[config.mk]
export PLATFORM = sky130hd
export DESIGN_NAME = jet_split_groomer_selector_core
export DESIGN_NICKNAME = d
export VERILOG_FILES = /design/src/hdl/jsg_pkg.sv /design/src/hdl/jsg_fifo.sv /design/src/hdl/jsg_front.sv /design/src/hdl/jsg_back.sv /design/src/hdl/jet_split_groomer_selector_core.sv
export SDC_FILE = /design/constraint.sdc
export NUM_CORES = 2
export LEC_CHECK = 0
export BUFFER_PORTS_ARGS = -buffer_cell sky130_fd_sc_hd__buf_2
export CAP_MARGIN = 15
export CORE_MARGIN = 2
export CORE_UTILIZATION = 65
export DETAILED_ROUTE_END_ITERATION = 8
export GPL_ROUTABILITY_DRIVEN = 1
export MAX_ROUTING_LAYER = met4
export PLACE_DENSITY = 0.94
export SYNTH_ARGS = -nofsm -noshare
export SYNTH_HDL_FRONTEND = slang
export SYNTH_HIERARCHICAL = 1
export SYNTH_SLANG_ARGS = --single-unit
[constraint.sdc]
create_clock -name clk -period 11.15 [get_ports clk]
set_input_delay 2.23 -clock clk [delete_from_list [all_inputs] [get_ports clk]]
set_output_delay 2.23 -clock clk [all_outputs]
set_load 0.1 [all_outputs]
[src/hdl/jsg_pkg.sv]
// Shared types, constants and the log2 step table builder for the jet split groomer selector.
// Used by jsg_front, jsg_back and the top level; depends on nothing else.
package jsg_pkg;

	localparam int MAX_SPLITS_DEF = 64;
	localparam int LOG_DEPTH      = 64;
	localparam int LOG_IDX_W      = $clog2(LOG_DEPTH);

	localparam logic [47:0] KEY_MAX    = 48'hFFFF_FFFF_FFFF;
	localparam logic [47:0] KEY_OFFSET = 48'h0100_0000_0000;

	// mode codes
	localparam logic [2:0] MODE_DYN   = 3'd0;
	localparam logic [2:0] MODE_SPT   = 3'd1;
	localparam logic [2:0] MODE_Z     = 3'd2;
	localparam logic [2:0] MODE_KT    = 3'd3;
	localparam logic [2:0] MODE_KAPPA = 3'd4;
	localparam logic [2:0] MODE_ZD2   = 3'd5;
	localparam logic [2:0] MODE_MINZD = 3'd6;
	localparam logic [2:0] MODE_SD    = 3'd7;

	// register indexes
	localparam logic [2:0] REG_MODE  = 3'd0;
	localparam logic [2:0] REG_ALPHA = 3'd1;
	localparam logic [2:0] REG_BETA  = 3'd2;
	localparam logic [2:0] REG_ZCUT  = 3'd3;
	localparam logic [2:0] REG_R0    = 3'd4;

	typedef struct packed {
		logic [15:0] z;
		logic [15:0] delta;
		logic [23:0] kt;
		logic [23:0] kappa;
		logic [23:0] pair_pt;
		logic [23:0] softer_pt;
		logic        empty_jet;
		logic        last;
	} in_t;

	typedef struct packed {
		logic [5:0] selected_index;
		logic       found;
		logic       overflow;
	} out_t;

	typedef struct packed {
		logic [2:0]         mode;
		logic signed [11:0] alpha;
		logic signed [11:0] beta;
		logic [15:0]        zcut;
		logic [15:0]        r0;
	} cfg_t;

	// scored word handed from front to back
	typedef struct packed {
		logic [47:0] key;
		logic        ok;
		logic        first_pass;
		logic        empty_jet;
		logic        last;
	} mid_t;

	typedef logic [LOG_DEPTH-1:0][15:0] log_tbl_t;

	// log2(1 + idx/LOG_DEPTH) in Q0.16, by repeated exact squaring, truncated
	function automatic logic [15:0] log_step(int unsigned idx);
		logic [63:0] v;
		logic [15:0] r;
		v = ((64'(LOG_DEPTH) + 64'(idx)) << 30) / 64'(LOG_DEPTH);
		r = '0;
		for (int i = 0; i < 16; i++) begin
			v = (v * v) >> 30;
			r = {r[14:0], 1'b0};
			if (v >= 64'h8000_0000) begin
				v = v >> 1;
				r[0] = 1'b1;
			end
		end
		return r;
	endfunction

	function automatic log_tbl_t build_log_tbl();
		log_tbl_t t;
		for (int i = 0; i < LOG_DEPTH; i++) begin
			t[i] = log_step(i);
		end
		return t;
	endfunction

endpackage

[src/hdl/jsg_fifo.sv]
// Small register queue with push/full and pop/empty sides.
// Generic in word type; no package use.
module jsg_fifo #(
	parameter type word_t = logic,
	parameter int  DEPTH  = 2
) (
	input  logic  clk,
	input  logic  arst_n,
	input  logic  push,
	output logic  full,
	input  word_t wdata,
	input  logic  pop,
	output logic  empty,
	output word_t rdata
);
	localparam int PW = (DEPTH > 1) ? $clog2(DEPTH) : 1;
	localparam int CW = $clog2(DEPTH + 1);

	word_t         mem_q [DEPTH];
	logic [PW-1:0] wr_ptr_q, rd_ptr_q;
	logic [CW-1:0] cnt_q;
	logic          do_push, do_pop;

	assign full    = (cnt_q == CW'(DEPTH));
	assign empty   = (cnt_q == '0);
	assign do_push = push && !full;
	assign do_pop  = pop && !empty;
	assign rdata   = mem_q[rd_ptr_q];

	// storage
	always_ff @(posedge clk) begin
		if (do_push) begin
			mem_q[wr_ptr_q] <= wdata;
		end
	end

	// pointers and fill count
	always_ff @(posedge clk or negedge arst_n) begin
		if (!arst_n) begin
			wr_ptr_q <= '0;
			rd_ptr_q <= '0;
			cnt_q    <= '0;
		end else begin
			if (do_push) begin
				wr_ptr_q <= (wr_ptr_q == PW'(DEPTH - 1)) ? '0 : wr_ptr_q + 1'b1;
			end
			if (do_pop) begin
				rd_ptr_q <= (rd_ptr_q == PW'(DEPTH - 1)) ? '0 : rd_ptr_q + 1'b1;
			end
			if (do_push && !do_pop) begin
				cnt_q <= cnt_q + 1'b1;
			end else if (do_pop && !do_push) begin
				cnt_q <= cnt_q - 1'b1;
			end
		end
	end
endmodule

[src/hdl/jsg_front.sv]
// Front end: accepts a split word and forms its score key through a shared log2 unit.
// Depends on jsg_pkg.
module jsg_front (
	input  logic          clk,
	input  logic          arst_n,
	input  jsg_pkg::cfg_t cfg,
	input  logic          push,
	output logic          full,
	input  jsg_pkg::in_t  in_word,
	output logic          mid_push,
	input  logic          mid_full,
	output jsg_pkg::mid_t mid_word
);
	import jsg_pkg::*;

	localparam log_tbl_t LOG_TBL = build_log_tbl();
	localparam int       MW      = 31 + $clog2(LOG_DEPTH + 1);

	typedef enum logic [3:0] {
		F_IDLE = 4'b0001,
		F_LOG  = 4'b0010,
		F_MUL  = 4'b0100,
		F_FIN  = 4'b1000
	} fstate_t;

	fstate_t            state_q;
	in_t                it_q;
	cfg_t               cfg_q;
	logic [1:0]         slot_q;
	logic               ph_q;
	logic signed [23:0] a_q, b_q;
	logic [31:0]        zd_q;
	logic [47:0]        tf_q;
	logic signed [35:0] prod_q;

	logic [23:0]        x_s1;
	logic [4:0]         e_s1;
	logic [4:0]         fb_s1;
	logic               to_b_s1, neg_s1;

	logic               is_sd;
	logic [15:0]        rr;
	logic [23:0]        op_x;
	logic [4:0]         op_fb;
	logic [4:0]         op_e;
	logic [31:0]        shifted;
	logic [MW-1:0]      idx_full;
	logic [LOG_IDX_W-1:0] idx;
	logic signed [7:0]  ex;
	logic signed [23:0] lgv;

	logic signed [27:0] pow;
	logic signed [28:0] s_sum;
	logic [47:0]        key;
	logic               ok;

	assign is_sd = (cfg_q.mode == MODE_SD);
	assign rr    = (cfg_q.r0 == '0) ? 16'd1 : cfg_q.r0;
	assign full  = (state_q != F_IDLE);

	// operand for the current log slot
	always_comb begin
		op_x  = 24'(it_q.z);
		op_fb = 5'd16;
		case (slot_q)
			2'd0: begin
				op_x  = 24'(it_q.z);
				op_fb = 5'd16;
			end
			2'd1: begin
				op_x  = is_sd ? 24'(cfg_q.zcut) : 24'(17'h10000 - {1'b0, it_q.z});
				op_fb = 5'd16;
			end
			2'd2: begin
				op_x  = is_sd ? 24'(it_q.delta) : it_q.pair_pt;
				op_fb = is_sd ? 5'd14 : 5'd8;
			end
			2'd3: begin
				op_x  = is_sd ? 24'(rr) : 24'(it_q.delta);
				op_fb = 5'd14;
			end
			default: begin
				op_x  = 24'(it_q.z);
				op_fb = 5'd16;
			end
		endcase
	end

	// leading one position
	always_comb begin
		op_e = '0;
		for (int i = 0; i < 24; i++) begin
			if (op_x[i]) begin
				op_e = 5'(i);
			end
		end
	end

	// mantissa index, table lookup, integer part
	always_comb begin
		shifted  = 32'(x_s1) << (5'd31 - e_s1);
		idx_full = (MW'(shifted[30:0]) * MW'(LOG_DEPTH)) >> 31;
		idx      = LOG_IDX_W'(idx_full);
		ex       = $signed({3'b0, e_s1}) - $signed({3'b0, fb_s1});
		lgv      = $signed({ex, 16'b0}) + $signed({8'b0, LOG_TBL[idx]});
	end

	// power term floored, and final key
	always_comb begin
		pow   = prod_q[35:8];
		s_sum = 29'(a_q) + ((it_q.delta != '0) ? 29'(pow) : 29'sd0);
		key   = '0;
		ok    = 1'b0;
		case (cfg_q.mode)
			MODE_DYN: begin
				if (it_q.z == '0 || it_q.pair_pt == '0) begin
					ok = 1'b0;
				end else if (it_q.delta == '0 && cfg_q.alpha > 0) begin
					ok = 1'b0;
				end else if (it_q.delta == '0 && cfg_q.alpha < 0) begin
					key = KEY_MAX;
					ok  = 1'b1;
				end else begin
					key = 48'($signed(s_sum)) + KEY_OFFSET;
					ok  = 1'b1;
				end
			end
			MODE_SPT: begin
				key = 48'(it_q.softer_pt);
				ok  = (it_q.softer_pt != '0);
			end
			MODE_Z: begin
				key = 48'(it_q.z);
				ok  = (it_q.z != '0);
			end
			MODE_KT: begin
				key = 48'(it_q.kt);
				ok  = (it_q.kt != '0);
			end
			MODE_KAPPA: begin
				key = 48'(it_q.kappa);
				ok  = (it_q.kappa != '0);
			end
			MODE_ZD2: begin
				key = tf_q;
				ok  = (tf_q != '0);
			end
			MODE_MINZD: begin
				key = KEY_MAX - tf_q;
				ok  = 1'b1;
			end
			MODE_SD: begin
				if (cfg_q.beta == '0) begin
					ok = (it_q.z > cfg_q.zcut);
				end else if (it_q.z == '0) begin
					ok = 1'b0;
				end else if (cfg_q.zcut == '0) begin
					ok = 1'b1;
				end else if (it_q.delta == '0) begin
					ok = (cfg_q.beta > 0);
				end else begin
					ok = ($signed(29'(a_q)) > $signed(29'(pow)));
				end
			end
			default: begin
				key = '0;
				ok  = 1'b0;
			end
		endcase
	end

	assign mid_push            = (state_q == F_FIN);
	assign mid_word.key        = key;
	assign mid_word.ok         = ok;
	assign mid_word.first_pass = is_sd;
	assign mid_word.empty_jet  = it_q.empty_jet;
	assign mid_word.last       = it_q.last;

	// word capture and datapath registers
	always_ff @(posedge clk) begin
		if (state_q == F_IDLE && push) begin
			it_q  <= in_word;
			cfg_q <= cfg;
			a_q   <= '0;
			b_q   <= '0;
		end
		if (state_q == F_LOG && !ph_q) begin
			x_s1    <= op_x;
			e_s1    <= op_e;
			fb_s1   <= op_fb;
			to_b_s1 <= (slot_q == 2'd3) || (is_sd && slot_q == 2'd2);
			neg_s1  <= is_sd && (slot_q == 2'd1 || slot_q == 2'd3);
			if (slot_q == 2'd0) begin
				zd_q <= it_q.z * it_q.delta;
			end
		end
		if (state_q == F_LOG && ph_q) begin
			if (to_b_s1) begin
				b_q <= neg_s1 ? b_q - lgv : b_q + lgv;
			end else begin
				a_q <= neg_s1 ? a_q - lgv : a_q + lgv;
			end
		end
		if (state_q == F_MUL) begin
			prod_q <= (is_sd ? cfg_q.beta : cfg_q.alpha) * b_q;
			tf_q   <= zd_q * it_q.delta;
		end
	end

	// sequencer
	always_ff @(posedge clk or negedge arst_n) begin
		if (!arst_n) begin
			state_q <= F_IDLE;
			slot_q  <= '0;
			ph_q    <= 1'b0;
		end else begin
			case (state_q)
				F_IDLE: begin
					if (push) begin
						state_q <= F_LOG;
						slot_q  <= '0;
						ph_q    <= 1'b0;
					end
				end
				F_LOG: begin
					ph_q <= !ph_q;
					if (ph_q) begin
						slot_q <= slot_q + 1'b1;
						if (slot_q == 2'd3) begin
							state_q <= F_MUL;
						end
					end
				end
				F_MUL: begin
					state_q <= F_FIN;
				end
				F_FIN: begin
					if (!mid_full) begin
						state_q <= F_IDLE;
					end
				end
				default: begin
					state_q <= F_IDLE;
				end
			endcase
		end
	end
endmodule

[src/hdl/jsg_back.sv]
// Back end: keeps each jet's best split (SD: first passing); one result per jet.
// Depends on jsg_pkg.
module jsg_back #(
	parameter int MAX_SPLITS = jsg_pkg::MAX_SPLITS_DEF
) (
	input  logic          clk,
	input  logic          arst_n,
	input  logic          mid_empty,
	output logic          mid_pop,
	input  jsg_pkg::mid_t mid_word,
	output logic          res_push,
	input  logic          res_full,
	output jsg_pkg::out_t res_word
);
	import jsg_pkg::*;

	localparam int CW = $clog2(MAX_SPLITS + 1);

	logic [47:0]   best_q;
	logic [5:0]    best_idx_q;
	logic          have_q;
	logic [CW-1:0] cnt_q;
	logic          many_q;

	logic [47:0]   best_n;
	logic [5:0]    best_idx_n;
	logic          have_n;
	logic [CW-1:0] cnt_n;
	logic          many_n;
	logic          take;
	logic          ends;

	assign mid_pop  = !mid_empty && !res_full;
	assign ends     = mid_word.empty_jet || mid_word.last;
	assign res_push = mid_pop && ends;

	// step the jet state for the word at the head
	always_comb begin
		best_n     = best_q;
		best_idx_n = best_idx_q;
		have_n     = have_q;
		cnt_n      = cnt_q;
		many_n     = many_q;
		take       = 1'b0;
		if (!mid_word.empty_jet) begin
			if (cnt_q >= CW'(MAX_SPLITS)) begin
				many_n = 1'b1;
			end else begin
				take = mid_word.first_pass ? (mid_word.ok && !have_q)
				                           : (mid_word.ok && (!have_q || mid_word.key > best_q));
				if (take) begin
					best_n     = mid_word.key;
					best_idx_n = 6'(cnt_q);
					have_n     = 1'b1;
				end
				cnt_n = cnt_q + 1'b1;
			end
		end
		res_word.selected_index = have_n ? best_idx_n : 6'd0;
		res_word.found          = have_n;
		res_word.overflow       = many_n;
	end

	always_ff @(posedge clk or negedge arst_n) begin
		if (!arst_n) begin
			best_q     <= '0;
			best_idx_q <= '0;
			have_q     <= 1'b0;
			cnt_q      <= '0;
			many_q     <= 1'b0;
		end else if (mid_pop) begin
			if (ends) begin
				best_q     <= '0;
				best_idx_q <= '0;
				have_q     <= 1'b0;
				cnt_q      <= '0;
				many_q     <= 1'b0;
			end else begin
				best_q     <= best_n;
				best_idx_q <= best_idx_n;
				have_q     <= have_n;
				cnt_q      <= cnt_n;
				many_q     <= many_n;
			end
		end
	end

	// split count never passes the limit
	a_cnt_bound: assert property (@(posedge clk) disable iff (!arst_n)
		cnt_q <= CW'(MAX_SPLITS))
		else $error("split count beyond limit");

	// a result always clears the jet state
	a_clear: assert property (@(posedge clk) disable iff (!arst_n)
		res_push |=> (!have_q && cnt_q == '0 && !many_q))
		else $error("jet state not cleared after result");

	// overflow needs a full jet behind it
	a_many: assert property (@(posedge clk) disable iff (!arst_n)
		many_q |-> (cnt_q == CW'(MAX_SPLITS)))
		else $error("overflow without full count");
endmodule

[src/hdl/jet_split_groomer_selector_core.sv]
// Top level of the jet split groomer selector: configuration registers, front, queues, back.
// Depends on jsg_pkg, jsg_fifo, jsg_front and jsg_back.
//
// Feed the primary declusterings of a jet one word at a time, last marked; one result word
// per jet gives the chosen split's index, a found flag and an overflow flag. Each input word
// occupies the front through an accept step, four base-2 logarithms through the single
// shared log unit, each an operand phase then an accumulate phase, a multiply step and an issue
// step that waits on a full middle queue. Two-word queues sit between front and back and at
// the result port; full queues stall input. Registers sit on an APB port at byte address 4*i
// (mode, alpha, beta, zcut, r0) and should be written only while the block is idle.
module jet_split_groomer_selector_core #(
	parameter int MAX_SPLITS = jsg_pkg::MAX_SPLITS_DEF
) (
	input  logic          clk,
	input  logic          arst_n,
	input  logic          psel,
	input  logic          penable,
	input  logic          pwrite,
	input  logic [4:0]    paddr,
	input  logic [31:0]   pwdata,
	output logic [31:0]   prdata,
	output logic          pready,
	input  logic          push,
	output logic          full,
	input  jsg_pkg::in_t  in_word,
	output logic          empty,
	input  logic          pop,
	output jsg_pkg::out_t result
);
	import jsg_pkg::*;

	cfg_t       cfg_q;
	logic [2:0] reg_idx;
	logic       wr_en;
	logic       mid_push, mid_full, mid_empty, mid_pop;
	mid_t       mid_in, mid_out;
	logic       res_push, res_full;
	out_t       res_word;

	assign pready  = 1'b1;
	assign reg_idx = paddr[4:2];
	assign wr_en   = psel && penable && pwrite && pready;

	// configuration registers
	always_ff @(posedge clk or negedge arst_n) begin
		if (!arst_n) begin
			cfg_q.mode  <= MODE_SD;
			cfg_q.alpha <= 12'sd256;
			cfg_q.beta  <= 12'sd0;
			cfg_q.zcut  <= 16'd6554;
			cfg_q.r0    <= 16'd6554;
		end else if (wr_en) begin
			case (reg_idx)
				REG_MODE:  cfg_q.mode  <= pwdata[2:0];
				REG_ALPHA: cfg_q.alpha <= pwdata[11:0];
				REG_BETA:  cfg_q.beta  <= pwdata[11:0];
				REG_ZCUT:  cfg_q.zcut  <= pwdata[15:0];
				REG_R0:    cfg_q.r0    <= pwdata[15:0];
				default: begin
				end
			endcase
		end
	end

	// register read back
	always_comb begin
		case (reg_idx)
			REG_MODE:  prdata = 32'(cfg_q.mode);
			REG_ALPHA: prdata = 32'(cfg_q.alpha);
			REG_BETA:  prdata = 32'(cfg_q.beta);
			REG_ZCUT:  prdata = 32'(cfg_q.zcut);
			REG_R0:    prdata = 32'(cfg_q.r0);
			default:   prdata = '0;
		endcase
	end

	jsg_front u_front (
		.clk      (clk),
		.arst_n   (arst_n),
		.cfg      (cfg_q),
		.push     (push),
		.full     (full),
		.in_word  (in_word),
		.mid_push (mid_push),
		.mid_full (mid_full),
		.mid_word (mid_in)
	);

	jsg_fifo #(.word_t(mid_t), .DEPTH(2)) u_mid_q (
		.clk    (clk),
		.arst_n (arst_n),
		.push   (mid_push),
		.full   (mid_full),
		.wdata  (mid_in),
		.pop    (mid_pop),
		.empty  (mid_empty),
		.rdata  (mid_out)
	);

	jsg_back #(.MAX_SPLITS(MAX_SPLITS)) u_back (
		.clk       (clk),
		.arst_n    (arst_n),
		.mid_empty (mid_empty),
		.mid_pop   (mid_pop),
		.mid_word  (mid_out),
		.res_push  (res_push),
		.res_full  (res_full),
		.res_word  (res_word)
	);

	jsg_fifo #(.word_t(out_t), .DEPTH(2)) u_res_q (
		.clk    (clk),
		.arst_n (arst_n),
		.push   (res_push),
		.full   (res_full),
		.wdata  (res_word),
		.pop    (pop),
		.empty  (empty),
		.rdata  (result)
	);
endmodule
* Word level (Yosys, flattened, before mapping)
Memories as Yosys holds them, arrays and structs flattened.
Cells that the tools add are included.
** Storage, ports and cells
- Memories kept :: 3
- Bits in read-only memories :: 1024
- Output and inout bits :: 43
- Word-level logic and storage cells :: 274
- Memory bits (writable) :: 120
- Flip-flop bits (word level) :: 526
- Input port bits :: 174
** Cells by class
- Reductions and logical operators :: 72
- Add/sub/neg operators :: 21
- Multiply operators :: 3
- Multiplexer cells :: 94
- Shift operators :: 1
- Magnitude comparators :: 8
- Equality and inequality tests :: 27
** Memory list
- (name not given) :: depth 64, bits a word 16, read ports 1, clocked after memory_dff 0, wr ports 0, RTL line jsg_front.sv:105 : lgv = $signed({ex, 16'b0}) + $signed({8'b0, LOG_TBL[idx]});
- u_mid_q.mem_q :: depth 2, bits a word 52, read ports 1, clocked after memory_dff 0, wr ports 1, RTL line jsg_fifo.sv:19 : word_t mem_q [DEPTH];
- u_res_q.mem_q :: depth 2, bits a word 8, read ports 1, clocked after memory_dff 0, wr ports 1, RTL line jsg_fifo.sv:19
** Operator list (number)
- 48-bit two-way mux :: 7
- 48-bit case mux with 7 select lines :: 1
- 24-bit two-way mux :: 10
- 32-bit case mux with 5 select lines :: 1
- 24-bit case mux with 4 select lines :: 1
- 24-bit nonzero test :: 3
- 16-bit logical NOT :: 4
- 24-bit adder :: 2
- 48-bit greater-than comparator :: 1
- 32-bit by 16-bit multiplier with 48-bit output :: 1
- 16-bit two-way mux :: 3
- 4-bit two-way mux :: 12
- 48-bit nonzero test :: 1
- 24-bit subtractor :: 2
- 48-bit subtractor, first input constant :: 1
- 29-bit by 42-bit adder with 43-bit output, second input constant :: 1
- 36-bit by 24-bit multiplier with 36-bit output :: 1
- 36-bit two-way mux :: 1
- 16-bit by 16-bit multiplier with 32-bit output :: 1
- 16-bit nonzero test :: 2
- 24-bit by 5-bit left shift with 31-bit output :: 1
- 6-bit two-way mux :: 5
- 24-bit by 29-bit adder with 29-bit output :: 1
- 29-bit two-way mux :: 1
- other kinds (49) :: 162

* Longest topological paths before layout
- Depth after elaboration :: 26
- Depth in mapped cells :: 39

* By module
Netlist, hierarchy kept.
** Modules (own cells, without submodules)
- jsg_front :: cells an instance 6316, area each 59338.2 µm², times used 1
- jsg_fifo (u_mid_q) :: cells an instance 181, area each 4200.3 µm², times used 1
- jsg_back :: cells an instance 362, area each 3772.4 µm², times used 1
- jet_split_groomer_selector_core :: cells an instance 206, area each 2882.8 µm², times used 1
- jsg_fifo (u_res_q) :: cells an instance 44, area each 782.0 µm², times used 1

* Least setup slack after synthesis
No wires, ideal clock.
- Kind :: register to register
- Start :: reg u_front/cfg_q[58] (netlist bit)
- End :: reg u_front.prod_q[35] (data pin)
- Setup time :: 260 ps
- Stages on the path, launching flop included :: 33
- Period minus slack after synthesis :: 9157 ps
- Required time :: 10890 ps
- Arrival time :: 8898 ps
- Slack :: 1993 ps
- Path through :: edfxtp_1 > buf_2 > nand3_1 > inv_1 > clkbuf_1 > clkbuf_1 > clkbuf_1 > buf_1 > buf_1 > mux2i_1 > nor2_1 > fa_1 > fa_1 > inv_1 > fa_1 > inv_1 > fa_1 > fa_1 > fa_1 > inv_1 > fa_1 > inv_1 > ha_1 > a21o_1 > a21o_1 > a21oi_1 > o31ai_1 > a21oi_1 > nor2_1 > a2111oi_0 > o21bai_1 > a21oi_1 > xnor2_1
** Between the ends
- Cells in the longest elaborated chain, start to end :: 3
** RTL lines
- start: declaration :: RTL line jsg_front.sv:28 : cfg_t cfg_q;
- start signal: assignment :: RTL line jsg_front.sv:183 : cfg_q <= cfg;
- 3-bit equality test :: RTL line jsg_front.sv:57 : assign is_sd = (cfg_q.mode == MODE_SD);
- named net u_front.is_sd :: RTL line jsg_front.sv:41 : logic is_sd;
- 36-bit two-way mux :: RTL line jsg_front.sv:205 : prod_q <= (is_sd ? cfg_q.beta : cfg_q.alpha) * b_q;
- 36-bit by 24-bit multiplier with 36-bit output :: RTL line jsg_front.sv:205
- end signal: assignment :: RTL line jsg_front.sv:205
- end: declaration :: RTL line jsg_front.sv:34 : logic signed [35:0] prod_q;
The timed path passes the listed nets, and every way through them passes these cells.
A chain may end at the register's enable or synchronous reset.

==> impl_metrics.tcl <==
set metrics [dict create \
    outcome "finished with violations" \
    failed_checks "DRC" \
    slew_headroom_pct 16.1 \
    io_buffers 197 \
    cp_top_family "adder cells" \
    synth-async-reset-ratio_pct 21.5 \
    cpPeakStageDelay_ns 0.83 \
    fp.coreArea_um2 109000 \
    worst_slack_ns 0.724 \
    clock-sinks 636 \
    yosysTopAreaCellShare_pct 27.0 \
    cp.arrival_ns 10.84 \
    hpwlAfterDp_um 151000 \
    antenna_found_initial 14 \
    final_nets 8750 \
    max-cap-violations 0 \
    clk_pin_slew_worst_paths_ns 0.06 \
    tritoncts "yes" \
    slew_violations 0 \
    track_usage_pct 38.6 \
    wl_per_cell_um 24.3 \
    cts_setup_buffers 0 \
    root_buffer "clkbuf_16" \
    cp-start-kind "flop" \
    fin_worst_skew_ns 0.0676 \
    crit_type "reg2reg" \
    yosysWarnings 6 \
    min_period_over_period_pct 93.5 \
    wl_um 209000 \
    via_per_inst 6.47 \
    setup_viol 0 \
    drc 11 \
    max_freq_mhz 95.9 \
    vias 55503 \
    yosysTopAreaCell "fa_1" \
    ant_nets 0 \
    critPathMaxFanout 47 \
    die_w_um 334 \
    syn_nets 8767 \
    pre_cts_slack_ns 1.11 \
    synth-edff-count 451 \
    tns_ns 0 \
    postSynthCellCount 7109 \
    pin_count 217 \
    grt_max_degree 142 \
    hp-class "reg2reg" \
    holdBufCountCts 0 \
    rsz0062_at_grt "false" \
    cp-end-kind "flop" \
    die_h_um 334 \
    area_growth_syn_to_layout_pct 5.89 \
    clockBufferDepth 3 \
    crit_required_ns 11.57 \
    cts_made_buffers 72 \
    dieArea_um2 112000 \
    fillers 6991 \
    cp_common_cell "fa_1" \
    row_count 121 \
    layout_min_cycle_time_ns 10.43 \
    fin_hold_ws_ns 0.462 \
    synth_area_leaders "fa_1 27%, edfxtp_1 19%, ha_1 9.3%" \
    tightestPinTransition_ns 1.26 \
    synth.distinct_cells 111 \
    syn_avg_cell_area_um2 9.98 \
    drive_above_1_share_pct 8.46 \
    synth_top_flop_cell "edfxtp_1" \
    hold_viol_final 0 \
    ctsResizeCount 0 \
    gp_congestion 1.05 \
    cpMaxStageDelayCell "nor4b_1" \
    drt_pass1_iterations 9 \
    grt_pass1_vias 58863 \
    clkLatencyLatePin_ns 0.69 \
    initial_core_util_pct 65.4 \
    overflow 0 \
    ys_ff_latch 636 \
    grt_pass1_wl_um 321000 \
    path_buf_inv 5 \
    h-tree-depth 3 \
    yosysSeqAreaShare_pct 25.3 \
    drt_iter0_markers 6946 \
    synthesis.area_um2 71000 \
]
## kinds of logic after synthesis
kind of cell	synth area share [%]
xor+xnor	2.63
simple gates	13.7
buf+inv	8.91
fa+ha+maj	36.3
other cells	0.00528
flops	25.3
compound gates	9.28
mux	3.83
## final cells by class
cell class	count	area, um^2	share of cell area [%]
clock buffers	93	1960	2.61
inverters	1228	4620	6.15
well taps	1414	1770	2.35
diodes	19	47.5	0.0633
clock inverters	41	538	0.716
multi-input cells	4892	46700	62.2
repair buffers	262	1520	2.02
flip-flops and latches	636	18000	23.9
## synthesized netlist by cell type, types with 31 or more instances
cell	n
inv_1	1222
fa_1	958
nand2_1	880
ha_1	526
and2_1	460
edfxtp_1	451
clkbuf_1	262
nor2_1	262
a21oi_1	223
o21ai_0	185
xnor2_1	141
dfrtp_1	118
a21o_1	90
mux2_2	81
mux2i_1	70
xor2_1	70
a22o_1	67
nand3_1	61
nor4_1	60
nor3_1	57
mux2_4	52
dfxtp_1	48
nand4_1	41
nor2b_1	40
o211ai_1	39
and3_1	36
nand2b_1	35
a31oi_1	32
buf_4	31
## path summary, 6_finish.rpt
kind                                                from  cells past startpoint                             to  slack, ns
max in group asynchronous                         arst_n                      2   u_mid_q/rd_ptr_q$_DFFE_PN0P_       8.20
hold reg to reg            u_front/mid_word[0]$_DFFE_PP_                      0  u_mid_q/mem_q[1][0]$_DFFE_PP_       0.46
min in group asynchronous                         arst_n                      1  u_back/best_q[34]$_DFFE_PN0P_       1.52
hold / removal             u_front/mid_word[0]$_DFFE_PP_                      0  u_mid_q/mem_q[1][0]$_DFFE_PP_       0.46
setup / recovery             u_front/cfg_q[56]$_DFFE_PP_                     27   u_front/prod_q[35]$_DFFE_PP_       0.72
setup reg to reg             u_front/cfg_q[56]$_DFFE_PP_                     27   u_front/prod_q[35]$_DFFE_PP_       0.72
## state kept, by name (all words and copies together) (netlist names), 6 cells and up
name	cells
u_front/a_q	24
u_mid_q/mem_q	104
u_front/tf_q	48
u_front/prod_q	28
u_front/x_s1	24
u_front/zd_q	32
u_back/cnt_q	7
cfg_q	59
u_res_q/mem_q	16
u_front/it_q	128
u_front/b_q	24
u_front/cfg_q	59
u_back/best_q	48
u_back/best_idx_q	6
## cell usage in the layout, fill, tap and decap left out, types with 35 or more instances in the layout
cell type     n
nand3_1      61
nand4_1      41
clkbuf_16    74
a21o_1       90
nor2_1      260
nor4_1       60
a21oi_1     223
xnor2_1     141
and3_1       35
edfxtp_1    451
buf_4        63
nor2b_1      38
ha_1        526
o21ai_0     185
nand2_1     880
nand2b_1     35
mux2_4       52
xor2_1       70
o211ai_1     39
dfrtp_1     117
mux2_2       81
dfxtp_1      48
fa_1        958
inv_1      1220
and2_1      460
a22o_1       67
nor3_1       56
buf_2       196
mux2i_1      70
## worst reg2reg max path: cells and delay by family, from the launching register on
family	cells	cell delay, ns
AOI/OAI and AO/OA	6	2.14
xor gates and xnor gates	1	0.09
adders and majority gates	8	4.11
buffers and inverters	5	1.18
DFF	1	0.34
and+or+nand+nor	7	2.33
## through the flow
stage	instance area (um^2)	cells	utilization (%)
4_1_cts	75100	8564	69.1
3_5_place_dp	72600	8430	66.8
3_3_place_gp	72600	8430	66.8
2_1_floorplan	71000	7109	-
5_1_grt	75100	8579	69.2
6_report	75200	8585	69.2
## routing by layer
layer | track usage (%) | routed length [um] | vias up | share of wire [%]
met2 | 58.8 | 95000 | 4250 | 46
li1 | - | - | 23102 | -
met4 | 25.3 | 16700 | 0 | 8.0
met3 | 11.0 | 27600 | 1262 | 13
met5 | - | 0 | - | 0
met1 | 44.9 | 69500 | 26889 | 33
Power is left out: the tool's default activity adds up to more than one toggle a clock period on the data nets, which glitch-free logic cannot reach.
